## src/sv/assert_macros.svh

```systemverilog
// assertion macros used by the tensor_element_to_bfloat16 rtl
// no dependencies
`ifndef ASSERT_MACROS_SVH
`define ASSERT_MACROS_SVH

// clocked check, masked while reset is active
`define TEB_ASSERT_CLK(label, clk, rst_n, prop, msg) \
    label: assert property (@(posedge clk) disable iff (!rst_n) prop) else $error(msg);

// clocked check that also holds during reset
`define TEB_ASSERT_ALWAYS(label, clk, prop, msg) \
    label: assert property (@(posedge clk) prop) else $error(msg);

`endif

```

## src/sv/teb_pkg.sv

```systemverilog
// shared constants for the tensor element to bfloat16 converter
// no dependencies
package teb_pkg;

    localparam int RAW_W  = 32;
    localparam int BF16_W = 16;
    localparam int FMT_W  = 2;

    // source format codes
    localparam logic [FMT_W-1:0] FMT_BF16 = 2'd0;
    localparam logic [FMT_W-1:0] FMT_F32  = 2'd1;
    localparam logic [FMT_W-1:0] FMT_F16  = 2'd2;

    localparam logic [FMT_W-1:0] FMT_RESET = FMT_BF16;

    localparam logic [RAW_W-1:0] ROUND_BIAS    = 32'h0000_7FFF;
    // binary32 bias minus binary16 bias
    localparam logic [7:0]       EXP_BIAS_ADJ  = 8'd112;
    localparam logic [7:0]       EXP_ALL_ONES  = 8'hFF;
    localparam logic [4:0]       F16_EXP_ONES  = 5'h1F;

endpackage

```

## src/sv/teb_stream_if.sv

```systemverilog
// valid/ready channel interfaces for element requests and bfloat16 results
// depends on teb_pkg
interface teb_elem_if
    import teb_pkg::*;
();
    logic             valid;
    logic             ready;
    logic [RAW_W-1:0] raw_word;
    logic             last_in;

    modport source (output valid, output raw_word, output last_in, input ready);
    modport sink   (input valid, input raw_word, input last_in, output ready);
endinterface

interface teb_bf16_if
    import teb_pkg::*;
();
    logic              valid;
    logic              ready;
    logic [BF16_W-1:0] bf16_value;
    logic              last_out;

    modport source (output valid, output bf16_value, output last_out, input ready);
    modport sink   (input valid, input bf16_value, input last_out, output ready);
endinterface

```

## src/sv/teb_f16_widen.sv

```systemverilog
// exact binary16 to binary32 widening, subnormals normalized
// depends on teb_pkg
module teb_f16_widen
    import teb_pkg::*;
(
    input  logic [15:0]      half,
    output logic [RAW_W-1:0] single
);

    logic       sign;
    logic [4:0] ex;
    logic [9:0] man;
    logic [3:0] msb;
    logic [3:0] shift;
    logic [9:0] man_norm;
    logic [7:0] sub_exp;

    assign sign = half[15];
    assign ex   = half[14:10];
    assign man  = half[9:0];

    // position of the leading one in a subnormal mantissa
    always_comb
    begin
        msb = 4'd0;
        for (int i = 0; i < 10; i++)
        begin
            if (man[i])
            begin
                msb = 4'(i);
            end
        end
    end

    assign shift    = 4'd10 - msb;
    assign man_norm = man << shift;
    // exponent 1 - shift, rebiased
    assign sub_exp  = EXP_BIAS_ADJ + 8'd1 - {4'd0, shift};

    always_comb
    begin
        if (ex == 5'd0)
        begin
            if (man == 10'd0)
            begin
                single = {sign, 31'd0};
            end
            else
            begin
                single = {sign, sub_exp, man_norm, 13'd0};
            end
        end
        else if (ex == F16_EXP_ONES)
        begin
            single = {sign, EXP_ALL_ONES, man, 13'd0};
        end
        else
        begin
            single = {sign, {3'd0, ex} + EXP_BIAS_ADJ, man, 13'd0};
        end
    end

endmodule

```

## src/sv/teb_convert.sv

```systemverilog
// format select and round-to-nearest-even of one element to bfloat16
// depends on teb_pkg and teb_f16_widen
module teb_convert
    import teb_pkg::*;
(
    input  logic [FMT_W-1:0]  source_format,
    input  logic [RAW_W-1:0]  raw_word,
    output logic [BF16_W-1:0] bf16_value
);

    logic [RAW_W-1:0] widened;
    logic [RAW_W-1:0] round_src;
    logic [RAW_W-1:0] round_sum;

    teb_f16_widen u_widen (
        .half   (raw_word[15:0]),
        .single (widened)
    );

    assign round_src = (source_format == FMT_F16) ? widened : raw_word;
    // bias plus kept lsb, wraps at 32 bits
    assign round_sum = round_src + ROUND_BIAS + {31'd0, round_src[16]};

    always_comb
    begin
        case (source_format)
            FMT_F32, FMT_F16: bf16_value = round_sum[31:16];
            default:          bf16_value = raw_word[15:0];
        endcase
    end

endmodule

```

## src/sv/tensor_element_to_bfloat16.sv

```systemverilog
// an accepted element request is held in the input register, converted, and
//   loaded into the result register that drives the result handshake
// throughput: one element per cycle unless result.ready stalls, set by the
//   input register feeding the conversion logic and the result register behind it
// reset: rst_n clears both stage valids and sets source_format to bfloat16
// depends on teb_pkg, teb_stream_if, teb_convert, assert_macros.svh
`include "assert_macros.svh"

module tensor_element_to_bfloat16
    import teb_pkg::*;
(
    input  logic             clk,
    input  logic             rst_n,
    input  logic             cfg_wr_en,
    input  logic [FMT_W-1:0] cfg_wr_data,
    teb_elem_if.sink         element,
    teb_bf16_if.source       result
);

    logic [FMT_W-1:0]  fmt_reg;
    logic              s1_valid_reg;
    logic [RAW_W-1:0]  s1_word_reg;
    logic              s1_last_reg;
    logic              out_valid_reg;
    logic [BF16_W-1:0] out_value_reg;
    logic              out_last_reg;

    logic              s1_ready;
    logic              out_ready;
    logic              s1_load;
    logic              out_load;
    logic [BF16_W-1:0] conv_value;

    assign out_ready = !out_valid_reg || result.ready;
    assign s1_ready  = !s1_valid_reg || out_ready;
    assign s1_load   = element.valid && s1_ready;
    assign out_load  = s1_valid_reg && out_ready;

    assign element.ready     = s1_ready;
    assign result.valid      = out_valid_reg;
    assign result.bf16_value = out_value_reg;
    assign result.last_out   = out_last_reg;

    always_ff @(posedge clk or negedge rst_n)
    begin
        if (!rst_n)
        begin
            fmt_reg       <= FMT_RESET;
            s1_valid_reg  <= 1'b0;
            out_valid_reg <= 1'b0;
        end
        else
        begin
            if (cfg_wr_en)
            begin
                fmt_reg <= cfg_wr_data;
            end
            if (s1_ready)
            begin
                s1_valid_reg <= element.valid;
            end
            if (out_ready)
            begin
                out_valid_reg <= s1_valid_reg;
            end
        end
    end

    always_ff @(posedge clk)
    begin
        if (s1_load)
        begin
            s1_word_reg <= element.raw_word;
            s1_last_reg <= element.last_in;
        end
        if (out_load)
        begin
            out_value_reg <= conv_value;
            out_last_reg  <= s1_last_reg;
        end
    end

    teb_convert u_convert (
        .source_format (fmt_reg),
        .raw_word      (s1_word_reg),
        .bf16_value    (conv_value)
    );

    `TEB_ASSERT_CLK(a_accept_fills_s1, clk, rst_n, s1_load |=> s1_valid_reg, "accepted request not in input stage")
    `TEB_ASSERT_CLK(a_s1_holds, clk, rst_n, (s1_valid_reg && !out_ready) |=> (s1_valid_reg && $stable(s1_word_reg)), "stalled input stage lost its request")
    `TEB_ASSERT_CLK(a_bf16_pass, clk, rst_n, (out_load && fmt_reg == FMT_BF16) |=> (out_value_reg == $past(s1_word_reg[15:0])), "bfloat16 element not passed through")
    `TEB_ASSERT_ALWAYS(a_reset_clear, clk, !rst_n |=> (!out_valid_reg && !s1_valid_reg), "valid set during reset")

endmodule

```

## src/flat_wrapper.sv

```systemverilog
// flat-port wrapper written by rule: the top's interface ports become plain ports
module tensor_element_to_bfloat16_flat import teb_pkg::*;
  (clk, rst_n, cfg_wr_en, cfg_wr_data, element_valid, element_raw_word, element_last_in, element_ready, result_valid, result_bf16_value, result_last_out, result_ready);
  teb_elem_if element_i ();
  teb_bf16_if result_i ();
  input  logic clk;
  input  logic rst_n;
  input  logic cfg_wr_en;
  input  logic [FMT_W-1:0] cfg_wr_data;
  input wire logic [$bits(element_i.valid)-1:0] element_valid;
  input wire logic [$bits(element_i.raw_word)-1:0] element_raw_word;
  input wire logic [$bits(element_i.last_in)-1:0] element_last_in;
  output wire logic [$bits(element_i.ready)-1:0] element_ready;
  output wire logic [$bits(result_i.valid)-1:0] result_valid;
  output wire logic [$bits(result_i.bf16_value)-1:0] result_bf16_value;
  output wire logic [$bits(result_i.last_out)-1:0] result_last_out;
  input wire logic [$bits(result_i.ready)-1:0] result_ready;
  assign element_i.valid = element_valid;
  assign element_i.raw_word = element_raw_word;
  assign element_i.last_in = element_last_in;
  assign element_ready = element_i.ready;
  assign result_valid = result_i.valid;
  assign result_bf16_value = result_i.bf16_value;
  assign result_last_out = result_i.last_out;
  assign result_i.ready = result_ready;
  tensor_element_to_bfloat16 u_core (.clk(clk), .rst_n(rst_n), .cfg_wr_en(cfg_wr_en), .cfg_wr_data(cfg_wr_data), .element(element_i), .result(result_i));
endmodule
```

## config.mk

```make
export PLATFORM = sky130hd
export DESIGN_NAME = tensor_element_to_bfloat16_flat
export DESIGN_NICKNAME = d
export VERILOG_FILES = /design/src/sv/teb_pkg.sv /design/src/sv/teb_stream_if.sv /design/src/sv/teb_f16_widen.sv /design/src/sv/teb_convert.sv /design/src/sv/tensor_element_to_bfloat16.sv /design/src/flat_wrapper.sv
export VERILOG_INCLUDE_DIRS = /design/src /design/src/sv
export SDC_FILE = /design/constraint.sdc
export NUM_CORES = 1
export LEC_CHECK = 0
export ABC_AREA = 1
export CORE_ASPECT_RATIO = 1.75
export CORE_MARGIN = 2
export CORE_UTILIZATION = 64
export CTS_CLUSTER_DIAMETER = 200
export DETAILED_ROUTE_END_ITERATION = 16
export DONT_BUFFER_PORTS = 1
export PLACE_DENSITY = 0.8
export SLEW_MARGIN = 20
export SYNTH_ARGS = -nofsm -noshare
export SYNTH_HDL_FRONTEND = slang
export SYNTH_SLANG_ARGS = --single-unit
export TNS_END_PERCENT = 20
```

## constraint.sdc

```tcl
create_clock -name clk -period 3.4 [get_ports clk]
set_clock_uncertainty 0.2 [all_clocks]
set_input_delay 0.51 -clock clk [delete_from_list [all_inputs] [get_ports clk]]
set_output_delay 0.51 -clock clk [all_outputs]
set_load 0.02 [all_outputs]
```

==> reports/qor.txt, run 1 <==
r2r setup slk: 0.1 ns
top cells by area, synth: edfxtp_1, nand2_1, nand3_1, inv_1, dfrtp_1
die width: 59.4 um
switching power: 638 uW
Post-synth EDFFs: 50
die area: 5990 sq um
vias in the first global route: 2,737
RD Place Congestion: 1.01
Starting DRT DRC Count: 268
Crit. End Element: flip-flop
CP max FO: 5
Area Growth Syn to Fin: 12.9%
Comb pwr share: 28.8%
WHS: 0.0844 ns
Pwr Density: 480 nW/um^2
HP Class: input port to flip-flop
commonest non-fill, non-tap cell in the layout: nand2_1
CTS buffer count: 5
I/O pin count: 59
Worst setup SP type: flip-flop
# setup viols final: 0
Leak Pwr: 0.00165 uW
Reg power frac: 48.1%
worst-skew pair later-pin latency: 0.31 ns
final antenna-violating net count: 0
first-pass GRT wire length: 13,500 um
die height: 101 um
worst relative slew slack: 60.7%
DP Area: 3660 sq um
Tcrit/Tclk final: 97.1%
vias per inst: 6.22
largest net degree at the start of global routing: 30
max-cap violations: 0
Yosys cell types: 41
Max VDD drop: 370 uV
WP data required: 3.26 ns
asr flop ratio synth: 7.41%
Synth Register Bits: 54
Antenna Cells: 0
Max Buffers Root-to-Sink: 2
Syn Area/Cell: 8.54 sq um
# DRC: 0
clk slew on worst S/H paths: 0.10 ns
DR vias: 3,049
drt pass-1 iters: 8
critical path class: flip-flop to flip-flop
most frequent cells in the layout: nand2_1, nand3_1, edfxtp_1
initial antenna violation count: 0
status: complete, no violations
gr usage total: 30.8%
Final Net Count: 477
post-DP HPWL: 6930 um
Avg WL per Cell: 18.3 um
Largest register FFs: 32
Worst EP arrival: 3.16 ns
Final min period: 3.30 ns
clock share of power: 23.1%
I/O Buffers: 0
core area: 5210 sq um
final hold viol count: 0
top_reg_cell synth: edfxtp_1
Overflow after GRT: 0
Syn. warnings: 0
Routed Wire Length: 8980 um
fraction of layout cells with a size suffix above 1: 25.5%
top cell type by total area after synthesis: edfxtp_1
Fill cells: 384
Mapped Area: 3430 sq um
CTS root buf: clkbuf_8
Final Non-Filler Cells: 490
Synth Instances: 402
Std-Cell Rows: 35
TritonCTS clock tree: yes
share of the synthesized area in the top cell type: 43.7%
Net Sw Frac: 34.2%
count of pins over their slew limit: 0
fmax: 303 MHz
total clock sinks: 54
initial core utilization: 65.9%
P_int: 1220 uW
design area: 3880 sq um
CTS H-Tree Depth: 2
Seq/Total Area, Yosys: 46.6%
Placed Cells: 475
Least-Margin Pin Slew: 0.590 ns
Synth Net Count: 445
## per-layer routing
metal | vias up | track usage (%) | wire length [um]
met5 | - | 0 | 0
met4 | 0 | 16.8 | 574
met3 | 56 | 2.82 | 611
met2 | 200 | 54.9 | 4750
met1 | 1359 | 34.6 | 3040
li1 | 1434 | - | -
## repair_timing
action	4_1_cts	5_1_grt
setup endpoints to repair	0	14
hold buffers	1	0
gates resized for setup	0	10
hold endpoints to repair	4	0
buffers inserted	0	6
## Yosys cell counts (2+ instances only)
cell type	number
clkinv_2	2
buf_2	2
inv_1	35
nor2_8	3
nand2_2	16
a21oi_1	10
nand3_1	56
nor2_1	25
inv_2	13
clkbuf_1	6
nor2_2	9
dfrtp_1	4
nand4_1	14
edfxtp_1	50
or2_2	5
nor2_4	3
o21ai_1	7
ha_1	3
o21ai_0	19
nor3_1	2
nand2_1	93
nand2_4	5
o211ai_1	2
## power groups by stage
stage / clock, uW / sequential (uW) / combinational, uW
CTS: 432 / 897 / 505
global placement: 0 / 911 / 497
detailed placement: 0 / 913 / 500
global route: 450 / 906 / 581
finish: 430 / 897 / 537
floorplan: 0 / 900 / 356
## per-stage QoR
step / TNS (ns) / total power [uW] / setup slack, ns / util [%]
5_1_grt: -0.0764 / 1940 / -0.0548 / 74.4
3_3_place_gp: 0 / 1410 / 0.136 / 70.3
3_5_place_dp: 0 / 1410 / 0.129 / 70.3
4_1_cts: 0 / 1830 / 0.102 / 72.7
2_1_floorplan: 0 / 1260 / 0.288 / -
6_report: 0 / 1860 / 0.0986 / 74.4
## kinds of logic after synthesis
kind of cell | Yosys count | synth area share (%)
compound gates | 48 | 8.75
simple gates | 236 | 35.7
xor+xnor | 1 | 0.802
flops | 54 | 46.6
mux | 1 | 0.328
fa+ha+maj | 3 | 1.09
buf+inv | 59 | 6.71
## critical path, cell delays in order, from the launching register on
cell,delay (ns)
edfxtp_1,0.48
nand2_1,0.10
nand2_1,0.06
nand2_1,0.05
nand2_1,0.05
nand2_2,0.07
nand2_4,0.05
nand2_2,0.08
inv_1,0.07
ha_4,0.30
buf_4,0.10
nand3_1,0.09
buf_4,0.17
a21oi_2,0.16
nand2_2,0.10
a21oi_4,0.25
nand2_4,0.12
inv_2,0.08
nand2_2,0.08
nor2_4,0.12
nand3_1,0.08
nand3_1,0.12
nand2_1,0.08
## final timing paths
kind	startpoint	endpoint	cells past startpoint
min in group asynchronous	rst_n	u_core.result.valid$_DFFE_PN0P_	1
hold / removal	element_raw_word[31]	u_core.s1_word_reg[31]$_DFFE_PP_	0
setup reg to reg	u_core.s1_word_reg[1]$_DFFE_PP_	u_core.result.bf16_value[8]$_DFFE_PP_	22
hold reg to reg	u_core.s1_last_reg$_DFFE_PP_	u_core.result.last_out$_DFFE_PP_	0
max in group asynchronous	rst_n	u_core.fmt_reg[0]$_DFFE_PN0P_	1
setup / recovery	u_core.s1_word_reg[1]$_DFFE_PP_	u_core.result.bf16_value[8]$_DFFE_PP_	22
## layout make-up
class | instances | area (sq um) | share of cell area (%)
clock buffer | 5 | 68.8 | 1.77
clock inverter | 3 | 47.5 | 1.23
inverter | 50 | 191 | 4.94
multi-input combinational | 289 | 1640 | 42.3
sequential | 54 | 1600 | 41.3
tap | 55 | 68.8 | 1.77
timing repair buffer | 34 | 258 | 6.65
Note: power is estimated with default switching activity, not from simulation.
==> inputs of run 2 (changes only) <==
Settings changed: ABC_AREA 1 to 0, CTS_CLUSTER_DIAMETER 200 to unset.
==> reports/qor.txt, run 2 <==
met3 WL post-DR: 1250 um (+110%)
I/O pin count: 59 (unchanged)
most frequent cells in the layout: buf_4, edfxtp_1, nand2_1
vias per inst: 7.59 (+22%)
DR vias: 3,528 (+16%)
Synth Net Count: 374 (-16%)
# DRC: 1 (+1)
Metal-1 WL: 4030 um (+32%)
drt pass-1 iters: 14 (+6)
worst-skew pair later-pin latency: 0.32 ns (about the same)
initial core utilization: 66.6% (+0.69 points)
Tcrit/Tclk final: 123% (+26 points)
count of pins over their slew limit: 0 (unchanged)
DR WL met2: 6120 um (+29%)
RSZ-0062 raised after global routing: true
HP Class: input port to flip-flop
Syn Area/Cell: 10.1 sq um (+18%)
worst hold path depth: 0 (unchanged)
die width: 58.6 um (-1.2%)
Std-Cell Rows: 34 (-2.9%)
critical path class: flip-flop to flip-flop
Syn. warnings: 0 (unchanged)
fmax: 239 MHz (-21%)
multi-input logic area: 1920 sq um (+17%)
CP max FO: 9 (+4)
Final Net Count: 453 (-5.0%)
Avg WL per Cell: 26.7 um (+46%)
total clock sinks: 54 (unchanged)
Fill cells: 194 (-49%)
largest net degree at the start of global routing: 34 (+13%)
TritonCTS clock tree: yes
RR Startpoint: u_core.s1_word_reg[9]$_DFFE_PP_
Leak Pwr: 0.00171 uW (+3.6%)
Synth Register Bits: 54 (unchanged)
worst relative slew slack: 32.1% (-29 points)
Largest register FFs: 32 (unchanged)
Critical R2R Capture: u_core.result.bf16_value[14]$_DFFE_PP_
vias in the first global route: 3,242 (+18%)
share of the synthesized area in the top cell type: 44.9% (+1.2 points)
WHS: 0.0729 ns (-0.0115 ns)
Area Growth Syn to Fin: 34.6%
Final min period: 4.19 ns (+0.884 ns)
Placed Cells: 441 (-7.2%)
post-DP HPWL: 7070 um (+2.1%)
Register Area: 1600 sq um (unchanged)
RD Place Congestion: 0.994 (-1.5%)
max-cap violations: 0 (unchanged)
first-pass GRT wire length: 16,400 um (+21%)
CTS H-Tree Depth: 2 (unchanged)
final hold viol count: 0 (unchanged)
Max Buffers Root-to-Sink: 2 (unchanged)
Worst setup SP type: flip-flop
Overflow after GRT: 0 (unchanged)
hold worst-path end: u_core.s1_last_reg$_DFFE_PP_
fraction of layout cells with a size suffix above 1: 39.4% (+14 points)
count leader, synth: edfxtp_1
r2r setup slk: -0.79 ns (-0.88 ns)
die height: 99.6 um (-1.3%)
Pwr Density: 417 nW/um^2 (-13%)
Mapped Area: 3340 sq um (-2.7%)
gr usage total: 38.4% (+7.6 points)
CTS root buf: clkbuf_8
Reg2Reg Depth: 17 (-23%)
die area: 5840 sq um (-2.5%)
Yosys cell types: 69 (+68%)
status: complete, but fails checks
CTS buffer count: 5 (unchanged)
Seq/Total Area, Yosys: 47.9% (+1.3 points)
final worst slack: -0.785 ns (-0.884 ns)
I/O Buffers: 0 (unchanged)
top cell type by total area after synthesis: edfxtp_1
hold wc startpoint: element_last_in
Max VDD drop: 468 uV (+27%)
top cells by area, synth: edfxtp_1, nand2_1, dfrtp_1, o21ai_0, nor2_1
Least-Margin Pin Slew: 1.02 ns (+0.429 ns)
clk slew on worst S/H paths: 0.11 ns (about the same)
# setup viols final: 16 (+16)
core area: 5020 sq um (-3.7%)
top_reg_cell synth: edfxtp_1
Worst EP arrival: 4.17 ns (+1.01 ns)
Final Non-Filler Cells: 465 (-5.1%)
Antenna Cells: 0 (unchanged)
final antenna-violating net count: 0 (unchanged)
WP data required: 3.38 ns (+0.12 ns)
Synth Instances: 331 (-18%)
commonest non-fill, non-tap cell in the layout: buf_4
failing checks: DRC, setup timing
asr flop ratio synth: 7.41% (unchanged)
Post-synth EDFFs: 50 (unchanged)
initial antenna violation count: 0 (unchanged)
Routed Wire Length: 12,400 um (+39%)
uppermost layer routed: met4
Synth top cells by count: edfxtp_1, nand2_1, nor2_1
Starting DRT DRC Count: 532 (+99%)
Total Power: 1880 uW (+0.78%)
Crit. End Element: flip-flop
-- run 2: worst max-delay path by stage --
stage,start,end,slack [ns],cells after the start
after floorplan,u_core.s1_word_reg[9]$_DFFE_PP_,u_core.result.bf16_value[15]$_DFFE_PP_,-0.65,19
after global placement,u_core.s1_word_reg[9]$_DFFE_PP_,u_core.result.bf16_value[13]$_DFFE_PP_,-0.71,16
after detailed placement,u_core.s1_word_reg[9]$_DFFE_PP_,u_core.result.bf16_value[13]$_DFFE_PP_,-0.71,16
after CTS,u_core.s1_word_reg[8]$_DFFE_PP_,u_core.result.bf16_value[9]$_DFFE_PP_,-0.53,14
after global routing,u_core.s1_word_reg[9]$_DFFE_PP_,u_core.result.bf16_value[14]$_DFFE_PP_,-0.86,17
final,u_core.s1_word_reg[9]$_DFFE_PP_,u_core.result.bf16_value[14]$_DFFE_PP_,-0.79,17
-- run 2: kinds of logic (layout without fill, tap and decap cells) --
family	Yosys count	after routing	synth area share [%]
mux	5	5	1.54
fa+ha+maj	3	3	1.12
compound gates	103	103	23.0
xor+xnor	13	13	3.63
buf+inv	38	118	5.13
flops	54	54	47.9
simple gates	115	115	17.7
-- run 2: what timing repair did --
item | 4_1_cts | 5_1_grt
hold buffers | 1 | 0
endpoints found under the hold margin | 4 | 0
resized for setup | 31 | 21
buffers inserted | 11 | 4
setup endpoints to repair | 15 | 16
pin swaps | 8 | 5
gates cloned | 0 | 0
-- run 2: per-layer routing --
| layer | global-route usage, % | vias up |
|---|---|---|
| met5 | 0 | - |
| met2 | 68.5 | 360 |
| met1 | 40.4 | 1638 |
| met4 | 20.8 | 0 |
| met3 | 8.45 | 121 |
| li1 | - | 1409 |
-- run 2: worst max-delay path: stages, from the launching register on --
cell	delay, ns
edfxtp_1	0.43
buf_4	0.17
buf_4	0.18
nor2_1	0.16
o31a_1	0.24
ha_4	0.26
inv_2	0.11
buf_4	0.14
a21oi_1	0.08
a21o_1	0.28
nor2_4	0.16
nand2_1	0.11
or4_4	0.56
buf_12	0.17
buf_6	0.12
nor3_4	0.19
mux2i_1	0.28
o22a_1	0.22
-- run 2: final cells by class --
type                       instances  area share [%]
multi-input combinational        239            42.7
sequential                        54            35.6
timing repair buffer              98            17.2
clock buffer                       6            1.61
tap                               54            1.50
inverter                          12            1.11
clock inverter                     2           0.334
-- run 2: power breakdown --
| group | internal (uW) | leakage [uW] | total, uW | switching, uW |
|---|---|---|---|---|
| Sequential | 806 | 0.000526 | 874 | 67.7 |
| Combinational | 266 | 0.00115 | 648 | 382 |
| Clock | 146 | 0.0000374 | 355 | 210 |
-- run 2: stage by stage --
step	setup slack, ns	util [%]	cell area (sq um)	TNS, ns
detailed placement	-0.711	80.0	4020	-6.69
global route	-0.858	89.6	4500	-9.78
global placement	-0.706	80.0	4020	-5.81
finish	-0.785	89.6	4500	-8.33
floorplan	-0.653	-	3500	-7.07
CTS	-0.534	86.7	4350	-5.01
